### src/sv/dlh_pkg.sv
// Shared types, constants and helpers for the dynamic line hull block.
// Used by every module of the block but dlh_ram; depends on nothing.
`default_nettype none

package dlh_pkg;

   localparam int MaxLines = 64;
   localparam int CoefBits = 32;

   localparam int CntW  = $clog2(MaxLines + 1);
   localparam int AddrW = $clog2(MaxLines);
   localparam int InW   = 32;
   localparam int CoefW = 33;
   localparam int DivW  = 34;
   localparam int BpW   = DivW + 1;
   localparam int ValW  = 64;
   localparam int StepW = $clog2(DivW + 1);

   localparam logic signed [BpW-1:0] BpHi = {1'b0, {(BpW-1){1'b1}}};
   localparam logic signed [BpW-1:0] BpLo = {1'b1, {(BpW-1){1'b0}}};

   localparam logic ReqInsert = 1'b0;
   localparam logic ReqQuery  = 1'b1;

   localparam logic [1:0] StOk    = 2'd0;
   localparam logic [1:0] StEmpty = 2'd1;
   localparam logic [1:0] StFull  = 2'd2;

   typedef struct packed {
      logic signed [CoefW-1:0] m;
      logic signed [CoefW-1:0] c;
      logic signed [BpW-1:0]   bp;
   } entry_type;

   localparam int EntryW = $bits(entry_type);

   typedef enum logic [4:0] {
      OP_NONE, OP_ACCEPT, OP_FULL, OP_EMPTY, OP_OK, OP_RD_K, OP_K_INC, OP_Q_MUL,
      OP_Q_ADD, OP_SET_POS, OP_RD_KM1, OP_WR_K_DEC, OP_INSERT, OP_RD_WI, OP_LD0,
      OP_LD1, OP_DIV_WAIT, OP_SB_WR, OP_RM_UP, OP_WI_DEC, OP_RD_WIM1, OP_C4_LD0,
      OP_RM_AT, OP_RM_END, OP_RM_END_DEC, OP_RD_K1, OP_WR_K_INC, OP_PUBLISH
   } dlh_op_type;

   typedef enum logic [4:0] {
      S_IDLE, S_DISPATCH, S_Q_RD, S_Q_CHK, S_Q_ADD, S_P_RD, S_P_CHK, S_SH_RD,
      S_SH_WR, S_INS_WR, S_SB_RD0, S_SB_LD0, S_SB_LD1, S_SB_DIV, S_SB_WR,
      S_SB_RET, S_C4, S_C4_LD0, S_C4_LD1, S_RM_RD, S_RM_WR, S_DONE
   } dlh_state_type;

   typedef enum logic [1:0] {PH_A, PH_B, PH_C, PH_D} dlh_phase_type;

   typedef struct packed {
      logic is_query;
      logic cnt_zero;
      logic cnt_full;
      logic k_eq_cnt;
      logic k1_ge_cnt;
      logic k_eq_pos;
      logic p_gt;
      logic q_more;
      logic wi_zero;
      logic wi1_ge_cnt;
      logic slope_eq;
      logic div_done;
      logic hid;
      logic c4_rm;
      logic rsp_free;
   } dlh_stat_type;

   function automatic logic signed [CoefW-1:0] coef_sext(input logic [InW-1:0] v);
      return CoefW'($signed(v[CoefBits-1:0]));
   endfunction

endpackage

`default_nettype wire

### src/sv/dlh_ctrl.sv
// Sequencer for insert and query words; issues one datapath command per cycle.
// Depends on dlh_pkg.
`default_nettype none

module dlh_ctrl import dlh_pkg::*; (
   input  wire logic         clock,
   input  wire logic         reset,
   input  wire logic         req_valid,
   output logic              req_ready,
   input  wire dlh_stat_type stat,
   output dlh_op_type        op
);

   dlh_state_type state_ff, state_in;
   dlh_phase_type phase_ff, phase_in;

   always_comb begin
      state_in = state_ff;
      phase_in = phase_ff;
      case (state_ff)
         S_IDLE:     if (req_valid) state_in = S_DISPATCH;
         S_DISPATCH: begin
            if (stat.is_query) begin
               state_in = stat.cnt_zero ? S_DONE : S_Q_RD;
            end else begin
               state_in = stat.cnt_full ? S_DONE : S_P_RD;
            end
         end
         S_Q_RD:   state_in = S_Q_CHK;
         S_Q_CHK:  state_in = stat.q_more ? S_Q_RD : S_Q_ADD;
         S_Q_ADD:  state_in = S_DONE;
         S_P_RD:   state_in = stat.k_eq_cnt ? S_SH_RD : S_P_CHK;
         S_P_CHK:  state_in = stat.p_gt ? S_SH_RD : S_P_RD;
         S_SH_RD:  state_in = stat.k_eq_pos ? S_INS_WR : S_SH_WR;
         S_SH_WR:  state_in = S_SH_RD;
         S_INS_WR: begin
            state_in = S_SB_RD0;
            phase_in = PH_A;
         end
         S_SB_RD0: state_in = S_SB_LD0;
         S_SB_LD0: state_in = stat.wi1_ge_cnt ? S_SB_WR : S_SB_LD1;
         S_SB_LD1: state_in = stat.slope_eq ? S_SB_WR : S_SB_DIV;
         S_SB_DIV: if (stat.div_done) state_in = S_SB_WR;
         S_SB_WR:  state_in = S_SB_RET;
         S_SB_RET: begin
            if ((phase_ff == PH_A || phase_ff == PH_B) && stat.hid) begin
               state_in = S_RM_RD;
            end else if (phase_ff == PH_A && !stat.wi_zero) begin
               state_in = S_SB_RD0;
               phase_in = PH_B;
            end else begin
               state_in = S_C4;
            end
         end
         S_C4:     state_in = stat.wi_zero ? S_DONE : S_C4_LD0;
         S_C4_LD0: state_in = S_C4_LD1;
         S_C4_LD1: begin
            if (stat.c4_rm) begin
               state_in = S_RM_RD;
               phase_in = PH_D;
            end else begin
               state_in = S_DONE;
            end
         end
         S_RM_RD: begin
            if (stat.k1_ge_cnt) begin
               state_in = S_SB_RD0;
               if (phase_ff == PH_B) phase_in = PH_C;
            end else begin
               state_in = S_RM_WR;
            end
         end
         S_RM_WR:  state_in = S_RM_RD;
         S_DONE:   if (stat.rsp_free) state_in = S_IDLE;
         default:  state_in = S_IDLE;
      endcase
   end

   always_comb begin
      op = OP_NONE;
      case (state_ff)
         S_IDLE:     if (req_valid) op = OP_ACCEPT;
         S_DISPATCH: begin
            if (stat.is_query && stat.cnt_zero) begin
               op = OP_EMPTY;
            end else if (!stat.is_query && stat.cnt_full) begin
               op = OP_FULL;
            end
         end
         S_Q_RD:   op = OP_RD_K;
         S_Q_CHK:  op = stat.q_more ? OP_K_INC : OP_Q_MUL;
         S_Q_ADD:  op = OP_Q_ADD;
         S_P_RD:   op = stat.k_eq_cnt ? OP_SET_POS : OP_RD_K;
         S_P_CHK:  op = stat.p_gt ? OP_SET_POS : OP_K_INC;
         S_SH_RD:  if (!stat.k_eq_pos) op = OP_RD_KM1;
         S_SH_WR:  op = OP_WR_K_DEC;
         S_INS_WR: op = OP_INSERT;
         S_SB_RD0: op = OP_RD_WI;
         S_SB_LD0: op = OP_LD0;
         S_SB_LD1: op = OP_LD1;
         S_SB_DIV: op = OP_DIV_WAIT;
         S_SB_WR:  op = OP_SB_WR;
         S_SB_RET: begin
            if ((phase_ff == PH_A || phase_ff == PH_B) && stat.hid) begin
               op = OP_RM_UP;
            end else if (phase_ff == PH_A && !stat.wi_zero) begin
               op = OP_WI_DEC;
            end
         end
         S_C4:     op = stat.wi_zero ? OP_OK : OP_RD_WIM1;
         S_C4_LD0: op = OP_C4_LD0;
         S_C4_LD1: op = stat.c4_rm ? OP_RM_AT : OP_OK;
         S_RM_RD: begin
            if (!stat.k1_ge_cnt) begin
               op = OP_RD_K1;
            end else if (phase_ff == PH_D) begin
               op = OP_RM_END_DEC;
            end else begin
               op = OP_RM_END;
            end
         end
         S_RM_WR:  op = OP_WR_K_INC;
         S_DONE:   if (stat.rsp_free) op = OP_PUBLISH;
         default:  op = OP_NONE;
      endcase
   end

   assign req_ready = (state_ff == S_IDLE);

   always_ff @(posedge clock) begin
      if (reset) begin
         state_ff <= S_IDLE;
         phase_ff <= PH_A;
      end else begin
         state_ff <= state_in;
         phase_ff <= phase_in;
      end
   end

endmodule

`default_nettype wire

### config.mk
export PLATFORM = sky130hd
export DESIGN_NAME = dlh_ctrl
export DESIGN_NICKNAME = d
export VERILOG_FILES = /design/src/sv/dlh_pkg.sv /design/src/sv/dlh_ctrl.sv
export SDC_FILE = /design/constraint.sdc
export NUM_CORES = 1
export LEC_CHECK = 0
export BUFFER_PORTS_ARGS = -buffer_cell sky130_fd_sc_hd__clkbuf_2
export CAP_MARGIN = 15
export CORE_MARGIN = 2
export CORE_UTILIZATION = 30
export DETAILED_ROUTE_END_ITERATION = 8
export PLACE_DENSITY_LB_ADDON = 0.12
export SKIP_CTS_REPAIR_TIMING = 1
export SLEW_MARGIN = 5
export SYNTH_ARGS = -nofsm -noshare
export SYNTH_HDL_FRONTEND = slang
export SYNTH_SLANG_ARGS = --single-unit
### constraint.sdc
create_clock -name clock -period 2 [get_ports clock]
set_clock_uncertainty 0.05 [all_clocks]
set_input_delay 0 -clock clock [delete_from_list [all_inputs] [get_ports clock]]
set_output_delay 0 -clock clock [all_outputs]
set_load 0.02 [all_outputs]
======== Word level (Yosys, flattened, before mapping) ========
Index checks and enable logic that the tools add are counted.
operators by class
  equality and inequality tests ........... 31
  muxes and demuxes ....................... 39
  reduce and logical (&&, ||, !) cells .... 12
operator list
  cell                number
  $pmux 5 s22         2
  $mux 5              14
  $eq 5x4->1 const B  8
  $eq 5x5->1 const B  6
  $eq 5x3->1 const B  4
  $mux 2              10
  $mux 4              5
  $ne 2x2->1 const B  8
  $eq 5x2->1 const B  2
  $mux 3              3
  $pmux 2 s4          1
  $reduce_and 6->1    1
  $eq 5x1->1 const B  1
  $logic_not 5->1     1
  $logic_and 1x1->1   4
  $mux 1              4
  $reduce_bool 4->1   1
  $reduce_and 3->1    1
  $eq 2x1->1 const B  1
  $eq 2x2->1 const B  1
  $logic_not 1->1     2
  $logic_not 2->1     1
  $logic_or 1x1->1    1
word-level totals
  register bits ........................... 7
  input port bits ......................... 18
  output and inout bits ................... 6

======== Depth between registers and ports, before layout ========
  depth in word-level cells ............... 5
  depth in mapped cells ................... 7
  mapped depth without buffers ............ 5

======== Least setup slack after synthesis ========
No wires, ideal clock.
  path kind ............................... register to register
  from .................................... register state_ff[2]
  to ...................................... register phase_ff[1]
  library setup time ...................... 128 ps
  arrival ................................. 1402 ps
  data required time ...................... 1822 ps
  path slack .............................. 420 ps
  cell stages (with the launch flop) ...... 6
  buffers on the path ..................... 0
  clock period less this slack ............ 1580 ps
  cell sequence ........................... dfxtp_1 > or2_4 > or3_4 > and4_1 > o31ai_1 > a21oi_1
on the way
  word-level cells in the longest chain between the ends .. 3
ends and longest elaborated chain
  what                                                       line             RTL
  start, declared                                            dlh_ctrl.sv:14   dlh_state_type state_ff, state_in;
  start signal, assigned                                     dlh_ctrl.sv:135  state_ff <= state_in;
  $eq 5x5->1 or $eq 5x4->1 (tied branches)                   dlh_ctrl.sv:20   case (state_ff)
  $reduce_bool 4->1 (no line) or $ne 2x2->1 (tied branches)  n/a
  $reduce_and 6->1 (no line)                                 n/a
  end signal, assigned                                       dlh_ctrl.sv:136  phase_ff <= phase_in;
  end, declared                                              dlh_ctrl.sv:15   dlh_phase_type phase_ff, phase_in;
Parallel ways exist; a longest one is shown, timed or not.
A chain may end at the register's enable or synchronous reset.

======== Worst setup path after layout ========
  from .................................... register state_ff[2]
  to ...................................... output op[2]
on the way
  word-level cells in the longest chain between the ends .. 2
ends and longest elaborated chain
  what                                      line            RTL
  $eq 5x5->1, or another cell as far along  dlh_ctrl.sv:81  case (state_ff)
  $pmux 5 s22 *                             dlh_ctrl.sv:81
  end, declared                             dlh_ctrl.sv:11  output dlh_op_type op
Mark *: on every way between the ends. The rest lies on a longest branch, timed or not.

==> metrics.txt <==
outcome completed; Post-Syn Area roughly 1100 um2; H-tree depth 1; synthesized flop and latch total 7; Placer Congestion slightly above 0.9; ANT nets after route 0; Syn. warnings 0; CP max FO 11; hold slack between 60 and 70 ps; Crit Path Class register to output port; power per cell area between 1000 and 1500 nW/um2; Total GRT Usage around a fifth; switch share between 50% and 60%; Arr. time, crit path roughly 1900 ps; Net Sw Power a little over 1000 uW; Synth top area share between 10% and 20%; CORE AREA between 3000 and 4000 um2; Max Freq about 520 MHz; largest net degree at the start of global routing 21; CTS Buffer Depth 2; Slew @ Worst Pin around 470 ps; internal power ~830 uW; DP Wirelength between 3000 and 4000 um; # diodes 0; DP Cell Count approximately 240; Die W ~64 um; main area contributors after synthesis dfxtp_1, a21oi_1, nor2_1, o21ai_0, nand2b_1; num rows 21; post-synth net total about 180; Num CTS Buffers 3; CTS tree built; IO buf count 23; vias per cell 5.98; Final WS setup 72.6 ps; EDFF count, synth 0; drt pass-1 iters 4; total power about 1900 uW; Final Util approximately two fifths; Synth area leader dfxtp_1; worst skew pair latency approximately 260 ps; worst hold path startpoint stat[1]; Commonest cells post-synth a21oi_1, nor2_1, nand2_1; maximum VDD drop ~0.00034 V; initial core utilization around a third; Remaining DRCs 0; relative slew slack 67.7%; Max Cap Violations 0; CTS sink cnt 7; initial antenna violation count 0; fill cell count 386; Comb pwr share 76.7%; Hold Path Class input port to register; WP data required approximately 2000 ps; sequential share of power 16.0%; Remaining Overflow, GRT 0; DR vias between 1000 and 1500; Iter 0 DRT Violations approximately 110; CP Capture Type output port; number of global-route vias before repair between 1000 and 1500; boundary pin count 24; first-pass GRT wire length 6820 um; CP Launch Point state_ff[2]$_SDFFE_PP0P_; die area around 4100 um2; Crit Reg-Reg Startpoint state_ff[3]$_SDFFE_PP0P_; Period minus WS final 1930 ps; Synth-to-Final Area Change 27.0%; Main synth FF type dfxtp_1; Syn Inst Count between 150 and 200; Fin. Hold Viols 0; Root Buffer clkbuf_4; Synth Area per Inst roughly 6.5 um2; RSZ-0062 raised after global routing false; clk slew on worst S/H paths 60 ps; Final setup viols 0; Yosys cell types between 40 and 50; critical path startpoint category register; fin cells 243; share of layout cells above drive strength 1 27.4%; post-synthesis sequential area ratio roughly 13%; chip height around 64 um; max-slew violations 0; pre-CTS setup slack about 110 ps; P_leak around 0.00053 uW; WL final a little over 4000 um; share of power burned in the clock network ~7.3%; final period utilization approximately 96%; DR WL/cell about 17 um; fin nets approximately 220; Synth async-reset ratio 0%
==> layout by cell type, fill, tap and decap left out, types with 4 or more instances in the layout <==
| cell type | instances |
|---|---|
| a21oi_1 | 20 |
| buf_4 | 14 |
| clkbuf_2 | 22 |
| inv_1 | 5 |
| nand2_1 | 11 |
| nand2b_1 | 7 |
| nand3_1 | 5 |
| nand4_1 | 4 |
| nor2_1 | 18 |
| nor2b_1 | 6 |
| nor4_1 | 4 |
| o21ai_0 | 10 |
| or4_1 | 4 |
==> worst paths after layout <==
check                             endpoint  slack (ps)  cells past startpoint
hold / removal    phase_ff[1]$_SDFFE_PP0P_          70                      4
hold reg to reg   phase_ff[1]$_SDFFE_PP0P_         540                      2
setup reg to reg  state_ff[0]$_SDFFE_PP0P_         230                      7
setup / recovery                     op[2]          70                      5
==> sequential cells by signal (all words and copies together), names as in the netlist <==
register,flops
state_ff,5
phase_ff,2
==> cell families (layout without fill, tap and decap cells) <==
logic type | after synthesis | in the layout | share of synthesized area (%)
and+or+nand+nor | 76 | 76 | 38.7
AOI/OAI and AO/OA | 65 | 65 | 40.4
buffers and inverters | 17 | 48 | 7.03
DFF | 7 | 7 | 12.9
muxes | 1 | 1 | 0.922
==> per-stage QoR <==
stage / setup TNS (ps) / instance area [um2]
6_report: 0 / 1380
5_1_grt: 0 / 1380
4_1_cts: -32.0 / 1340
3_5_place_dp: 0 / 1310
3_3_place_gp: 0 / 1310
2_1_floorplan: 0 / 1090
==> power groups by stage <==
stage / Clock (uW) / Sequential [uW] / Combinational, uW
floorplan: 0 / 214 / 980
global placement: 0 / 272 / 1410
detailed placement: 0 / 276 / 1380
CTS: 139 / 272 / 1390
global route: 153 / 301 / 1570
finish: 136 / 297 / 1430
==> metal layers <==
layer | part of all wire (%) | track usage (%)
met1 | 44 | 29.7
met2 | 46 | 31.1
met3 | 8.8 | 3.17
met4 | 1.6 | 9.57
met5 | 0 | 0
==> layout make-up <==
cell class	instances	area (um2)	area share, %
Multi-Input combinational cell	142	882	64.0
Timing Repair Buffer	39	241	17.5
Sequential cell	7	153	11.1
Tap cell	46	57.6	4.17
Clock buffer	4	26.3	1.91
Inverter	5	18.8	1.36
==> worst max-delay path, stage by stage (launching register included) <==
cell and delay, ps:
dfxtp_4 380, or2_4 300, or3_4 420, o22a_1 240, o211ai_1 90, buf_2 190
Power figures use the tool's default switching activity.
